==> config.mk <==
export PLATFORM = sky130hd
export DESIGN_NAME = http_request_classifier_flat
export DESIGN_NICKNAME = d
export VERILOG_FILES = /design/src/rtl/core/hrc_pkg.sv /design/src/rtl/core/hrc_if.sv /design/src/rtl/core/hrc_parser.sv /design/src/rtl/core/http_request_classifier.sv /design/src/flat_wrapper.sv
export SDC_FILE = /design/constraint.sdc
export NUM_CORES = 1
export LEC_CHECK = 0
export BUFFER_PORTS_ARGS = -buffer_cell sky130_fd_sc_hd__clkbuf_2
export CAP_MARGIN = 20
export CORE_UTILIZATION = 50
export DETAILED_ROUTE_END_ITERATION = 10
export PLACE_DENSITY = 0.69
export SYNTH_ARGS = -nofsm -noshare
export SYNTH_HDL_FRONTEND = slang
export SYNTH_SLANG_ARGS = --single-unit
==> constraint.sdc <==
create_clock -name clk_i -period 3.8 [get_ports clk_i]
set_input_delay 0.57 -clock clk_i [delete_from_list [all_inputs] [get_ports clk_i]]
set_output_delay 0.57 -clock clk_i [all_outputs]
set_load 0.1 [all_outputs]
==> src/rtl/core/hrc_pkg.sv <==
// ----------------------------------------------------------------------------
// hrc_pkg
// shared types, response codes and match strings of the request classifier
// ----------------------------------------------------------------------------
package hrc_pkg;

  // bytes held without the blank line that ends a request before the block gives up
  localparam int unsigned BUFFER_BYTES = 8192;
  localparam int unsigned PendW        = $clog2(BUFFER_BYTES + 1);

  // response kinds
  localparam logic [2:0] KIND_HEALTH     = 3'd0;
  localparam logic [2:0] KIND_PLAINTEXT  = 3'd1;
  localparam logic [2:0] KIND_NOT_FOUND  = 3'd2;
  localparam logic [2:0] KIND_BAD_METHOD = 3'd3;
  localparam logic [2:0] KIND_BAD_REQ    = 3'd4;
  localparam logic [2:0] KIND_TOO_LARGE  = 3'd5;

  localparam logic [7:0] CH_CR    = 8'h0d;
  localparam logic [7:0] CH_LF    = 8'h0a;
  localparam logic [7:0] CH_SPACE = 8'h20;

  typedef struct packed {
    logic [2:0] response_kind;
    logic       close_after;
  } result_t;

  // "GET "
  function automatic logic [7:0] get_char(logic [1:0] i);
    logic [7:0] c;
    case (i)
      2'd0:    c = 8'h47;
      2'd1:    c = 8'h45;
      2'd2:    c = 8'h54;
      default: c = 8'h20;
    endcase
    return c;
  endfunction

  // "/health"
  function automatic logic [7:0] health_char(logic [2:0] i);
    logic [7:0] c;
    case (i)
      3'd0:    c = 8'h2f;
      3'd1:    c = 8'h68;
      3'd2:    c = 8'h65;
      3'd3:    c = 8'h61;
      3'd4:    c = 8'h6c;
      3'd5:    c = 8'h74;
      3'd6:    c = 8'h68;
      default: c = 8'h00;
    endcase
    return c;
  endfunction

  // "/plaintext"
  function automatic logic [7:0] plain_char(logic [3:0] i);
    logic [7:0] c;
    case (i)
      4'd0:    c = 8'h2f;
      4'd1:    c = 8'h70;
      4'd2:    c = 8'h6c;
      4'd3:    c = 8'h61;
      4'd4:    c = 8'h69;
      4'd5:    c = 8'h6e;
      4'd6:    c = 8'h74;
      4'd7:    c = 8'h65;
      4'd8:    c = 8'h78;
      4'd9:    c = 8'h74;
      default: c = 8'h00;
    endcase
    return c;
  endfunction

  // " HTTP/1.1"
  function automatic logic [7:0] version_char(logic [3:0] i);
    logic [7:0] c;
    case (i)
      4'd0:    c = 8'h20;
      4'd1:    c = 8'h48;
      4'd2:    c = 8'h54;
      4'd3:    c = 8'h54;
      4'd4:    c = 8'h50;
      4'd5:    c = 8'h2f;
      4'd6:    c = 8'h31;
      4'd7:    c = 8'h2e;
      4'd8:    c = 8'h31;
      default: c = 8'h00;
    endcase
    return c;
  endfunction

  // "connection:"
  function automatic logic [7:0] name_char(logic [3:0] i);
    logic [7:0] c;
    case (i)
      4'd0:    c = 8'h63;
      4'd1:    c = 8'h6f;
      4'd2:    c = 8'h6e;
      4'd3:    c = 8'h6e;
      4'd4:    c = 8'h65;
      4'd5:    c = 8'h63;
      4'd6:    c = 8'h74;
      4'd7:    c = 8'h69;
      4'd8:    c = 8'h6f;
      4'd9:    c = 8'h6e;
      4'd10:   c = 8'h3a;
      default: c = 8'h00;
    endcase
    return c;
  endfunction

  // "close", first letter either case handled by the caller
  function automatic logic [7:0] word_char(logic [2:0] i);
    logic [7:0] c;
    case (i)
      3'd0:    c = 8'h63;
      3'd1:    c = 8'h6c;
      3'd2:    c = 8'h6f;
      3'd3:    c = 8'h73;
      3'd4:    c = 8'h65;
      default: c = 8'h00;
    endcase
    return c;
  endfunction

endpackage

==> src/rtl/core/hrc_if.sv <==
// ----------------------------------------------------------------------------
// hrc_if
// valid/ready channels for received bytes and classified responses
// ----------------------------------------------------------------------------
interface hrc_req_if;
  logic       valid;
  logic       ready;
  logic [7:0] data_byte;
  logic       new_connection;

  modport source (output valid, output data_byte, output new_connection, input ready);
  modport sink   (input valid, input data_byte, input new_connection, output ready);
endinterface

interface hrc_rsp_if;
  logic       valid;
  logic       ready;
  logic [2:0] response_kind;
  logic       close_after;

  modport source (output valid, output response_kind, output close_after, input ready);
  modport sink   (input valid, input response_kind, input close_after, output ready);
endinterface

==> src/rtl/core/hrc_parser.sv <==
// ----------------------------------------------------------------------------
// hrc_parser
// running match state of one connection, advanced by one byte per step
// ----------------------------------------------------------------------------
module hrc_parser (
  input  logic                clk_i,
  input  logic                rst_ni,
  input  logic                step_i,
  input  logic [7:0]          data_byte_i,
  input  logic                new_connection_i,
  output logic                res_valid_o,
  output hrc_pkg::result_t    res_o
);

  localparam logic [1:0] PH_REQ  = 2'd0;
  localparam logic [1:0] PH_HDR  = 2'd1;
  localparam logic [1:0] PH_VAL  = 2'd2;
  localparam logic [1:0] PH_SKIP = 2'd3;
  localparam logic [3:0] PROG_FAIL = 4'd15;

  typedef struct packed {
    logic                       closed;
    logic                       close_req;
    logic [2:0]                 cprog;
    logic [3:0]                 hprog;
    logic [3:0]                 vprog;
    logic [1:0]                 tmatch;
    logic                       method_ok;
    logic [3:0]                 lpos;      // saturates, only small values matter
    logic [1:0]                 phase;
    logic [1:0]                 tprog;
    logic [hrc_pkg::PendW-1:0]  pending;
  } pst_t;

  localparam pst_t ST_INIT = '{
    closed: 1'b0, close_req: 1'b0, cprog: 3'd0, hprog: 4'd0, vprog: 4'd0,
    tmatch: 2'b11, method_ok: 1'b0, lpos: 4'd0, phase: PH_REQ, tprog: 2'd0,
    pending: '0
  };

  function automatic logic [7:0] to_lower(logic [7:0] b);
    logic [7:0] r;
    r = b;
    if (b >= 8'h41 && b <= 8'h5a) r = b + 8'd32;
    return r;
  endfunction

  function automatic pst_t feed(pst_t s, logic [7:0] b);
    pst_t       r;
    logic [3:0] t;
    logic       m;
    logic       first;
    r = s;
    t = s.lpos - 4'd4;
    m = 1'b0;
    first = 1'b0;
    case (s.phase)
      PH_REQ: begin
        if (s.lpos < 4'd4) begin
          m = (b == hrc_pkg::get_char(s.lpos[1:0]));
          r.method_ok = (s.lpos == 4'd0) ? m : (s.method_ok && m);
        end else if (s.vprog == 4'd0) begin
          if (b == hrc_pkg::CH_SPACE) begin
            r.tmatch[0] = s.tmatch[0] && (t == 4'd7);
            r.tmatch[1] = s.tmatch[1] && (t == 4'd10);
            r.vprog     = 4'd1;
          end else begin
            if (!(t < 4'd7 && b == hrc_pkg::health_char(t[2:0]))) r.tmatch[0] = 1'b0;
            if (!(t < 4'd10 && b == hrc_pkg::plain_char(t))) r.tmatch[1] = 1'b0;
          end
        end else if (s.vprog < 4'd9) begin
          if (b == hrc_pkg::version_char(s.vprog)) r.vprog = s.vprog + 4'd1;
          else r.vprog = PROG_FAIL;
        end
        if (s.lpos != 4'd15) r.lpos = s.lpos + 4'd1;
      end
      PH_HDR: begin
        if (s.hprog < 4'd11) begin
          if (to_lower(b) == hrc_pkg::name_char(s.hprog)) begin
            r.hprog = s.hprog + 4'd1;
            if (s.hprog == 4'd10) begin
              r.phase = PH_VAL;
              r.cprog = 3'd0;
            end
          end else begin
            r.hprog = PROG_FAIL;
          end
        end
      end
      PH_VAL: begin
        if (s.cprog < 3'd5) begin
          first = (b == 8'h63) || (b == 8'h43);
          m = (s.cprog == 3'd0) ? first : (b == hrc_pkg::word_char(s.cprog));
          if (m) r.cprog = s.cprog + 3'd1;
          else r.cprog = first ? 3'd1 : 3'd0;
          if (m && s.cprog == 3'd4) r.close_req = 1'b1;
        end
      end
      default: begin
        // remaining header lines are skipped
      end
    endcase
    return r;
  endfunction

  function automatic pst_t end_line(pst_t s);
    pst_t r;
    r = s;
    if (s.phase == PH_VAL) r.phase = PH_SKIP;
    else if (s.phase != PH_SKIP) r.phase = PH_HDR;
    r.hprog = 4'd0;
    return r;
  endfunction

  pst_t             st_q, st_d;
  pst_t             cur, nxt;
  logic             prev_cr;
  logic             res_valid;
  hrc_pkg::result_t res;

  always_comb begin
    cur       = new_connection_i ? ST_INIT : st_q;
    nxt       = cur;
    res_valid = 1'b0;
    res       = '{response_kind: hrc_pkg::KIND_HEALTH, close_after: 1'b0};
    prev_cr   = (cur.tprog == 2'd1) || (cur.tprog == 2'd3);
    if (!cur.closed) begin
      if (data_byte_i == hrc_pkg::CH_LF && prev_cr && cur.tprog == 2'd3) begin
        // end of request
        res_valid = 1'b1;
        if (cur.lpos < 4'd4 || !cur.method_ok) begin
          res = '{response_kind: hrc_pkg::KIND_BAD_METHOD, close_after: 1'b1};
        end else if (cur.vprog != 4'd9) begin
          res = '{response_kind: hrc_pkg::KIND_BAD_REQ, close_after: 1'b1};
        end else begin
          res.close_after = cur.close_req;
          if (cur.tmatch[0]) res.response_kind = hrc_pkg::KIND_HEALTH;
          else if (cur.tmatch[1]) res.response_kind = hrc_pkg::KIND_PLAINTEXT;
          else res.response_kind = hrc_pkg::KIND_NOT_FOUND;
        end
        nxt        = ST_INIT;
        nxt.closed = res.close_after;
      end else begin
        if (data_byte_i == hrc_pkg::CH_LF && prev_cr) begin
          nxt       = end_line(cur);
          nxt.tprog = 2'd2;
        end else begin
          // a held cr that was not followed by lf belongs to the line
          if (prev_cr) nxt = feed(nxt, hrc_pkg::CH_CR);
          if (data_byte_i == hrc_pkg::CH_CR) begin
            nxt.tprog = (cur.tprog == 2'd2) ? 2'd3 : 2'd1;
          end else begin
            nxt       = feed(nxt, data_byte_i);
            nxt.tprog = 2'd0;
          end
        end
        nxt.pending = cur.pending + 1'b1;
        if (nxt.pending >= hrc_pkg::PendW'(hrc_pkg::BUFFER_BYTES)) begin
          nxt.closed = 1'b1;
          res_valid  = 1'b1;
          res        = '{response_kind: hrc_pkg::KIND_TOO_LARGE, close_after: 1'b1};
        end
      end
    end
    st_d = step_i ? nxt : st_q;
  end

  always_ff @(posedge clk_i or negedge rst_ni) begin
    if (!rst_ni) begin
      st_q <= ST_INIT;
    end else begin
      st_q <= st_d;
    end
  end

  assign res_valid_o = step_i && res_valid;
  assign res_o       = res;

endmodule

==> src/rtl/core/http_request_classifier.sv <==
// path: an accepted byte waits in the input register, and its result is then held in the result register
// throughput: one byte per cycle while the result register is not stalled; the parse state is updated once per byte
// a stalled result register holds one result while the input register takes the next byte
// reset: asynchronous, active low; clears both registers' valid flags and all parse state,
// which starts as a fresh connection at the request line
// ----------------------------------------------------------------------------
// http_request_classifier
// classifies http/1.1 requests on a connection byte stream, one byte per word
// ----------------------------------------------------------------------------
module http_request_classifier (
  input  logic             clk_i,
  input  logic             rst_ni,
  hrc_req_if.sink          req_i,
  hrc_rsp_if.source        rsp_o
);

  // input register: one received word
  logic             in_vld_q;
  logic [7:0]       in_byte_q;
  logic             in_new_q;

  // result register
  logic             out_vld_q;
  hrc_pkg::result_t out_q;

  // parser outputs
  logic             res_valid;
  hrc_pkg::result_t res;

  // the held word is consumed when the result register is free or being drained
  logic             step;

  assign step        = in_vld_q && (!out_vld_q || rsp_o.ready);
  assign req_i.ready = !in_vld_q || step;

  always_ff @(posedge clk_i or negedge rst_ni) begin
    if (!rst_ni) begin
      in_vld_q <= 1'b0;
    end else begin
      if (req_i.valid && req_i.ready) begin
        in_vld_q <= 1'b1;
      end else if (step) begin
        in_vld_q <= 1'b0;
      end
    end
  end

  // payload of the input register, no reset needed
  always_ff @(posedge clk_i) begin
    if (req_i.valid && req_i.ready) begin
      in_byte_q <= req_i.data_byte;
      in_new_q  <= req_i.new_connection;
    end
  end

  // parse state and the decision for the held word
  hrc_parser u_parser (
    .clk_i            (clk_i),
    .rst_ni           (rst_ni),
    .step_i           (step),
    .data_byte_i      (in_byte_q),
    .new_connection_i (in_new_q),
    .res_valid_o      (res_valid),
    .res_o            (res)
  );

  // most words give no result; the register empties once its result is taken
  always_ff @(posedge clk_i or negedge rst_ni) begin
    if (!rst_ni) begin
      out_vld_q <= 1'b0;
    end else begin
      if (step) begin
        out_vld_q <= res_valid;
      end else if (rsp_o.ready) begin
        out_vld_q <= 1'b0;
      end
    end
  end

  always_ff @(posedge clk_i) begin
    if (step && res_valid) begin
      out_q <= res;
    end
  end

  assign rsp_o.valid         = out_vld_q;
  assign rsp_o.response_kind = out_q.response_kind;
  assign rsp_o.close_after   = out_q.close_after;

endmodule

==> src/flat_wrapper.sv <==
// flat-port wrapper written by rule: the top's interface ports become plain ports
module http_request_classifier_flat 
  (clk_i, rst_ni, req_i_valid, req_i_data_byte, req_i_new_connection, req_i_ready, rsp_o_valid, rsp_o_response_kind, rsp_o_close_after, rsp_o_ready);
  hrc_req_if req_i_i ();
  hrc_rsp_if rsp_o_i ();
  input  logic clk_i;
  input  logic rst_ni;
  input wire logic [$bits(req_i_i.valid)-1:0] req_i_valid;
  input wire logic [$bits(req_i_i.data_byte)-1:0] req_i_data_byte;
  input wire logic [$bits(req_i_i.new_connection)-1:0] req_i_new_connection;
  output wire logic [$bits(req_i_i.ready)-1:0] req_i_ready;
  output wire logic [$bits(rsp_o_i.valid)-1:0] rsp_o_valid;
  output wire logic [$bits(rsp_o_i.response_kind)-1:0] rsp_o_response_kind;
  output wire logic [$bits(rsp_o_i.close_after)-1:0] rsp_o_close_after;
  input wire logic [$bits(rsp_o_i.ready)-1:0] rsp_o_ready;
  assign req_i_i.valid = req_i_valid;
  assign req_i_i.data_byte = req_i_data_byte;
  assign req_i_i.new_connection = req_i_new_connection;
  assign req_i_ready = req_i_i.ready;
  assign rsp_o_valid = rsp_o_i.valid;
  assign rsp_o_response_kind = rsp_o_i.response_kind;
  assign rsp_o_close_after = rsp_o_i.close_after;
  assign rsp_o_i.ready = rsp_o_ready;
  http_request_classifier u_core (.clk_i(clk_i), .rst_ni(rst_ni), .req_i(req_i_i), .rsp_o(rsp_o_i));
endmodule
==> run metrics, run 1 <==
status finished, final reports clean; synth unique cells 83; clk slew on worst S/H paths roughly 110 ps; Synth Instances roughly 660; wire length per cell roughly 19 µm; CTS root buf clkbuf_8; Setup crit end kind flop; most frequent cells in the layout nand2_1, nor2_1, o21ai_0, a21oi_1, inv_1; fmax ~0.28 GHz; critical path arrival 3860 ps; Die Height between 100 and 150 µm; clk buf depth 2; die area between 10000 and 15000 µm²; Initial Utilization 0.5193; Top Family by Delay on Critical Path simple AND/OR/NAND/NOR gates; std cell rows 36; CTS buffer count 5; post-synthesis cell area between 5000 and 6000 µm²; largest net degree at the start of global routing 44; Critical Path Start Type flop; asr flop ratio synth 0.7547; share of cells above drive strength 1 0.1514; Max Slew Vio Count 0; Setup TNS 0 ps; CP bufs+invs 4; gr busiest metal met2; Pre-antenna DRT Iters 5; # clock sinks between 50 and 60; met3 Usage GRT 0.03898; cell at the slowest stage of the critical path or3b_2; Synth Flop Type dfrtp_1; final hold slack a little over 70 ps; critical path type flop to flop; first-pass GRT wire length ~24000 µm; DRC Markers 0; top cells by area, synth dfrtp_1, ha_1, edfxtp_1, nand2_1, o21ai_0; Req. time, crit path 4060 ps; Ys Warns 0; Area Growth Syn to Fin 12.51%; final setup violation count 0; post-synth top area cell dfrtp_1; core footprint just under 10000 µm²; critical path's largest stage delay approximately 500 ps; Final ANT Viol Nets 0; CTS tree built; Slew headroom 0.4567; PortBufs 18; Seq cells post-synth 53; VDD IR max between 0.0002 and 0.00025 V; Die X-Extent between 100 and 150 µm; Antenna Cells 0; WL final 15710 µm; clk_skew approximately 12 ps; most common cell after layout, fill and taps aside nand2_1; HPWL after detailed placement 11360 µm; GRT met1 Usage 0.4199; P per Cell Area between 200 and 300 nW/µm²; initial antenna violation count 0; GRT met2 Usage 0.4749; worst path cell trace inv_4 -> buf_4 -> nand2_1 -> inv_1 -> ha_1 -> nand2_1 -> nand3_2 -> mux2_2 -> inv_1 -> ha_1 -> or3b_2 -> xnor2_1 -> or3_1 -> o22ai_1 -> o2111ai_2 -> a21oi_1; syn nets 711; Vias roughly 5300; max_cap viols 0; clk_lat worst skew about 320 ps; hold_buf cts 0; H-tree depth 2; global placement routability congestion 0.9874; vias per cell between 6 and 7; Tmin final 3603 ps; initial DRC count 340; # nets final approximately 740; Overall Global Routing Usage 0.2994; LEAKAGE about 0.0024 µW; final hold viol count 0; total gr overflow 0; Syn Area/Cell between 7 and 8 µm²; CP max FO 7; R2R Setup Slk a little under 200 ps; share of the synthesized area in the top cell type 0.1856; Least-Margin Pin Slew between 800 and 900 ps; final period utilization 0.9482; Seq/Total Area, Yosys 0.2721; io pins 19; vias in the first global route 4844; Hold Crit Class input pin to async pin; number of synthesized flops with an enable pin 13
final timing paths:
kind                                         start                  endpoint  depth (start not counted)
hold / removal                              rst_ni  u_core.u_parser.st_q[31]                          1
max in group asynchronous                   rst_ni  u_core.u_parser.st_q[23]                          2
min in group clk_i              req_i_data_byte[4]       u_core.in_byte_q[4]                          1
setup / recovery                   u_core.in_new_q  u_core.u_parser.st_q[24]                         16
setup reg to reg                   u_core.in_new_q  u_core.u_parser.st_q[24]                         16
hold reg to reg            u_core.u_parser.st_q[1]   u_core.u_parser.st_q[1]                          2
registers in the layout (all words and copies together) (netlist names):
| signal | count |
|---|---|
| u_core.in_vld_q | 1 |
| u_core.rsp_o.valid | 1 |
| u_core.u_parser.st_q | 38 |
| u_core.rsp_o.close_after | 1 |
| u_core.in_byte_q | 8 |
| u_core.rsp_o.response_kind | 3 |
| u_core.in_new_q | 1 |
final cells by class:
class / instances / area [µm²]
multi-input cells: 528 / 3521
clock inverters: 2 / 38.79
inverters: 44 / 167.7
flip-flops and latches: 53 / 1394
well taps: 133 / 166.4
repair buffers: 54 / 402.9
clock buffers: 6 / 72.57
fillers: 884 / 4101
routing by layer:
metal  up-vias  wire, µm  part of all wire
met4         0       513             0.033
li1       2443         -                 -
met1      2528      6796              0.43
met3        52      1331             0.085
met2       261      7063              0.45
met5         -         0                 0
cells by family (layout without fill, tap and decap cells):
| group | Yosys count | count (layout) | synth area share |
|---|---|---|---|
| simple gates | 265 | 265 | 0.2599 |
| compound gates | 190 | 190 | 0.2479 |
| buf+inv | 78 | 106 | 0.06106 |
| flops | 53 | 53 | 0.2721 |
| fa+ha+maj | 39 | 39 | 0.09526 |
| xor+xnor | 23 | 23 | 0.04079 |
| mux | 11 | 11 | 0.02296 |
worst register-to-register path: cells and delay by family (launching register included):
family / cells / cell delay (ps)
AND/OR/NAND/NOR: 5 / 1110
adder cells (fa/ha/maj): 2 / 340
flip-flops: 1 / 490
multiplexers: 1 / 410
AO/OA/AOI/OAI: 3 / 530
XOR/XNOR: 1 / 150
buffers and inverters: 4 / 530
power breakdown:
part           internal, µW  leakage, µW  switching (µW)
Clock                   200    0.0000558             208
Combinational           158      0.00169             245
Sequential              615     0.000675            37.2
Total                   974      0.00242             490
cells in the mapped netlist (3+ instances only):
master	count
nand2_1	82
nor2_1	53
o21ai_0	49
a21oi_1	47
inv_1	42
ha_1	39
dfrtp_1	38
nor3_1	26
clkbuf_1	22
nand3_1	21
xnor2_1	18
edfxtp_1	13
nand4_1	12
nor2b_1	12
nand2b_1	11
o31ai_1	11
a31oi_1	9
a211oi_1	8
mux2i_1	8
nor4_1	8
or3_1	7
buf_2	6
o211ai_1	6
a21o_1	5
and2_1	5
and3_1	5
o41ai_1	5
nand3b_1	4
o2111ai_1	4
o311ai_0	4
xor2_1	4
a211o_1	3
a21boi_0	3
a221oi_1	3
a22oi_1	3
buf_1	3
o21ai_1	3
o21bai_1	3
timing repair:
| item | in CTS | in global routing |
|---|---|---|
| endpoints found under the hold margin | 0 | 0 |
| setup buffers | 0 | 3 |
| gates cloned | 0 | 1 |
| setup endpoints to repair | 1 | 16 |
| pin swaps | 0 | 3 |
| resized for setup | 0 | 27 |
per-stage QoR:
step / util / total power, µW / cells / area [µm²] / worst slack [ps]
after floorplan: - / 903.1 / 659 / 5122 / 8.956
after global placement: 0.5552 / 1026 / 807 / 5477 / 146.0
after detailed placement: 0.5552 / 1035 / 807 / 5477 / 20.47
after CTS: 0.5665 / 1434 / 815 / 5588 / -0.6684
after global routing: 0.5842 / 1517 / 820 / 5763 / -49.16
final: 0.5842 / 1464 / 820 / 5763 / 197.0
Power figures use the tool's default switching activity.
==> run 2, diff against run 1 <==
RECOVER_POWER = 50   (was default)
==> run 2 against run 1 <==
Effect of this change: the flow now finishes with violations (max-capacitance violations, max-slew violations); combinational power about the same; final area down 0.33%; hold slack better by 36 ps; non-clock buffer count unchanged; clock skew up 1.1 ps; worst setup slack better by 5.5 ps; die area unchanged; flip-flop and latch count unchanged; highest routed layer unchanged; sequential power about the same.
==> run metrics, run 2 (synthesis results as in run 1) <==
CP endpoint u_core.u_parser.st_q[24]; Area Growth Syn to Fin 12.14%; failing checks max-capacitance violations, max-slew violations; Least-Margin Pin Slew 1984 ps (+1172 ps); io pins 19 (unchanged); Setup crit end kind flop; Pre-antenna DRT Iters 5 (unchanged); Overall Global Routing Usage 0.2994 (unchanged); Final Util 0.5823 (-0.001902); std cell rows 36 (unchanged); critical path arrival 3850 ps (about the same); die area 10650 µm² (unchanged); H-tree depth 2 (unchanged); Slew headroom -0.3230 (-0.7797); WL final 15780 µm (+0.47%); Req. time, crit path 4060 ps (about the same); CTS root buf clkbuf_8; critical path type flop to flop; PortBufs 18 (unchanged); register cell area after layout 1394 µm² (unchanged); total gr overflow 0 (unchanged); clk slew on worst S/H paths 110 ps (about the same); largest net degree at the start of global routing 44 (unchanged); final period utilization 0.9467 (-0.001453); final setup violation count 0 (unchanged); vias per cell 6.405 (-0.61%); final hold slack 107.8 ps (+36.31 ps); initial antenna violation count 0 (unchanged); initial DRC count 402 (+18%); Tmin final 3597 ps (-5.520 ps); # clock sinks 53 (unchanged); clk buf depth 2 (unchanged); hold_buf cts 0 (unchanged); most frequent cells in the layout nand2_1, nor2_1, o21ai_0, a21oi_1, inv_1; largest register by flop count u_core.u_parser.st_q; final hold viol count 0 (unchanged); Antenna Cells 0 (unchanged); Die Height 103.2 µm (unchanged); most common cell after layout, fill and taps aside nand2_1; r2r endpoint u_core.u_parser.st_q[24]; max reg flops 38 (unchanged); max_cap viols 1 (+1); Critical Path Source u_core.in_new_q; CTS buffer count 5 (unchanged); share of cells above drive strength 1 0.1470 (-0.004367); CP max FO 7 (unchanged); vias in the first global route 4844 (unchanged); HPWL after detailed placement 11360 µm (unchanged); status finished, violations left; clk_lat worst skew 320 ps (about the same); Die X-Extent 103.2 µm (unchanged); Pwr Total 1462 µW (-0.15%); VDD IR max 0.0002071 V (+0.13%); first-pass GRT wire length 24360 µm (unchanged); CTS tree built; area of the multi-input gates 3521 µm² (unchanged); DRC Markers 0 (unchanged); Final ANT Viol Nets 0 (unchanged); Initial Utilization 0.5193 (unchanged); FILL cells 887 (+0.34%); P per Cell Area 254.5 nW/µm² (+0.18%); FF-to-FF path depth 16 (unchanged); wire length per cell 19.24 µm (+0.47%); Critical Path Start Type flop; Max Slew Vio Count 36 (+36); LEAKAGE 0.002403 µW (-0.60%); Hold Crit Class input pin to async pin; R2R Setup Slk 200 ps (about the same); clk_skew 13.50 ps (+1.136 ps); core footprint 9864 µm² (unchanged); fmax 0.2780 GHz (+0.15%); global placement routability congestion 0.9874 (unchanged); # nets final 738 (unchanged); reg-to-reg startpoint u_core.in_new_q; Vias 5252 (-0.61%)
==> run 2: timing repair <==
| item | CTS | global route |
|---|---|---|
| setup endpoints to repair | 1 | 16 |
| cloned | 0 | 1 |
| buffers inserted | 0 | 3 |
| pin swaps | 0 | 3 |
| gates resized for setup | 0 | 27 |
==> run 2: critical path, cell delays in order, from the launching register on <==
cell and delay (ps):
edfxtp_1 490, inv_4 150, buf_4 170, nand2_1 90, inv_1 120, ha_1 180, nand2_1 70, nand3_2 150
mux2_2 410, inv_1 90, ha_1 160, or3b_2 500, xnor2_1 150, or3_1 300, o22ai_1 200, o2111ai_2 160
a21oi_1 170
==> run 2: worst min path at each step <==
stage,depth (start not counted),to,from,slack [ps]
after detailed placement,2,u_core.u_parser.st_q[1],u_core.u_parser.st_q[1],450
after floorplan,0,u_core.in_vld_q,rst_ni,270
final,1,u_core.u_parser.st_q[31],rst_ni,110
after global placement,2,u_core.u_parser.st_q[1],u_core.u_parser.st_q[1],440
after CTS,1,u_core.in_byte_q[4],req_i_data_byte[4],420
after global routing,1,u_core.u_parser.st_q[30],rst_ni,140
==> run 2: area by class of cell <==
| cell class | instances | area share |
|---|---|---|
| Clock inverter | 2 | 0.006752 |
| Timing Repair Buffer | 54 | 0.06687 |
| Sequential cell | 53 | 0.2426 |
| Tap cell | 133 | 0.02897 |
| Inverter | 44 | 0.02919 |
| Multi-Input combinational cell | 528 | 0.6129 |
| Clock buffer | 6 | 0.01263 |
==> run 2: power breakdown <==
group | total [µW] | switching (µW) | internal, µW
Sequential | 653 | 37.4 | 616
Clock | 407 | 208 | 200
Combinational | 402 | 245 | 156
Total | 1460 | 490 | 971
==> run 2: stage by stage <==
stage          setup TNS (ps)  cells  cell area, µm²  setup WS (ps)
2_1_floorplan               0    659            5122          8.956
3_5_place_dp                0    807            5477          20.47
3_3_place_gp                0    807            5477          146.0
5_1_grt                -56.37    820            5744         -49.16
6_report                    0    820            5744          202.5
4_1_cts               -0.6684    815            5588        -0.6684
==> run 2: routing by layer <==
metal	vias to the layer above	global-route usage	wire length [µm]
li1	2442	-	-
met1	2478	0.4199	6720
met2	275	0.4749	7016
met3	57	0.03898	1446
met4	0	0.1051	595
met5	-	0	0
==> run 3, diff against run 2 <==
BUFFER_PORTS_ARGS = default   (was -buffer_cell sky130_fd_sc_hd__clkbuf_2)
DONT_BUFFER_PORTS = 1   (was default)
PLACE_DENSITY = 0.68   (was 0.69)
==> run 3 against run 2 <==
Effect of this change: the run still ends with max-capacitance violations, max-slew violations left; sequential power about the same; combinational power is 4% lower; total power fell by 6.7%; non-clock buffer count down 18; core utilization shrank 1.9 points; critical endpoint is now u_core.u_parser.st_q[34].
==> run metrics, run 3 (synthesis results as in run 1) <==
status finished, violations left; failing checks max-capacitance violations, max-slew violations; clk buf depth 2 (unchanged); critical path type flop to flop; Final Util 0.5635 (-0.01877); WL final 15070 µm (-4.5%); most frequent cells in the layout nand2_1, nor2_1, o21ai_0, a21oi_1, inv_1; wire length per cell 18.79 µm (-2.3%); # clock sinks 53 (unchanged); FILL cells 903 (+1.8%); CTS root buf clkbuf_8; max reg flops 38 (unchanged); FF-to-FF path depth 16 (unchanged); vias in the first global route 4566 (-5.7%); vias per cell 6.283 (-1.9%); global placement routability congestion 0.9787 (-0.88%); die area 10650 µm² (unchanged); RSZ-0062 raised after global routing true; CP max FO 12 (+5); final hold slack 98.93 ps (-8.886 ps); largest net degree at the start of global routing 44 (unchanged); area of the multi-input gates 3456 µm² (-1.8%); placed cell area 5401 µm² (-1.4%); Critical Path Source u_core.in_new_q; Die X-Extent 103.2 µm (unchanged); Initial Utilization 0.5193 (unchanged); VDD IR max 0.0002505 V (+21%); fmax 0.2732 GHz (-1.7%); Overall Global Routing Usage 0.2903 (-0.009109); Pwr Total 1364 µW (-6.7%); Antenna Cells 0 (unchanged); Setup crit end kind flop; initial DRC count 333 (-17%); Req. time, crit path 4020 ps (-40 ps); register cell area after layout 1394 µm² (unchanged); final setup violation count 0 (unchanged); Critical Path Start Type flop; PortBufs 0 (-18); Area Growth Syn to Fin 8.525%; reg-to-reg startpoint u_core.in_new_q; Die Height 103.2 µm (unchanged); H-tree depth 2 (unchanged); critical path arrival 3880 ps (+30 ps); std cell rows 36 (unchanged); Pre-antenna DRT Iters 5 (unchanged); final period utilization 0.9631 (+0.01642); Max Slew Vio Count 39 (+8.3%); max_cap viols 1 (unchanged); LEAKAGE 0.002307 µW (-4.0%); DRC Markers 0 (unchanged); first-pass GRT wire length 23600 µm (-3.1%); Least-Margin Pin Slew 2227 ps (+243.0 ps); clk slew on worst S/H paths 100 ps (about the same); Final ANT Viol Nets 0 (unchanged); clk_lat worst skew 310 ps (about the same); Hold Crit Class input pin to async pin; largest register by flop count u_core.u_parser.st_q; Tmin final 3660 ps (+62.38 ps); # nets final 720 (-2.4%); initial antenna violation count 0 (unchanged); core footprint 9864 µm² (unchanged); Slew headroom -0.4850 (-0.1620); P per Cell Area 245.3 nW/µm² (-3.6%); most common cell after layout, fill and taps aside nand2_1; share of cells above drive strength 1 0.1076 (-0.03939); Vias 5039 (-4.1%); final hold viol count 0 (unchanged); CTS buffer count 5 (unchanged); io pins 19 (unchanged); total gr overflow 0 (unchanged); CTS tree built; clk_skew 11.68 ps (-1.822 ps); cell area after layout 5559 µm² (-3.2%); HPWL after detailed placement 11170 µm (-1.6%)
[run 3: final cells by class]
| type | instances | area share |
|---|---|---|
| flip-flops and latches | 53 | 0.2507 |
| inverters | 44 | 0.03016 |
| clock inverters | 2 | 0.002476 |
| multi-input cells | 528 | 0.6217 |
| repair buffers | 36 | 0.05199 |
| clock buffers | 6 | 0.01305 |
| well taps | 133 | 0.02993 |
[run 3: path summary, 6_finish.rpt]
kind / endpoint / slack, ps
setup / recovery: u_core.u_parser.st_q[34] / 140
hold / removal: u_core.u_parser.st_q[24] / 100
setup reg to reg: u_core.u_parser.st_q[34] / 140
hold reg to reg: u_core.u_parser.st_q[1] / 470
max in group asynchronous: u_core.u_parser.st_q[18] / 1630
min in group clk_i: u_core.in_byte_q[7] / 360
[run 3: metrics by stage]
stage / setup TNS [ps] / setup slack (ps) / instances
after floorplan: 0 / 8.956 / 659
after global placement: 0 / 203.5 / 791
after detailed placement: 0 / 67.19 / 791
after CTS: 0 / 36.48 / 800
after global routing: -76.56 / -50.26 / 802
final: 0 / 140.1 / 802
[run 3: worst max-delay path, stage by stage, from the launching register on]
cell and delay (ps):
edfxtp_1 490, inv_4 160, nand2_1 130, inv_1 80
ha_2 220, nand3b_1 170, a21oi_2 60, nor3_2 210
inv_1 150, ha_1 260, or3_1 350, mux2i_1 180
mux2i_1 100, or4_4 570, nand2_1 120, a22oi_1 90
o32ai_1 230
[run 3: timing repair]
action | 4_1_cts | 5_1_grt
resized for setup | 0 | 13
hold endpoints to repair | 38 | 0
setup buffers | 0 | 1
setup endpoints to repair | 0 | 15
hold buffers | 1 | 0
[run 3: routing by layer]
layer	share of wire	wire, µm	GRT usage
met4	0.021	314	0.08776
met2	0.44	6650	0.4390
met5	0	0	0
met3	0.074	1113	0.03629
met1	0.46	6993	0.4311
[run 3: where the power goes]
part           switching, µW  internal [µW]  total [µW]
Combinational            237            149         386
Clock                    194            132         326
Sequential              35.4            616         651
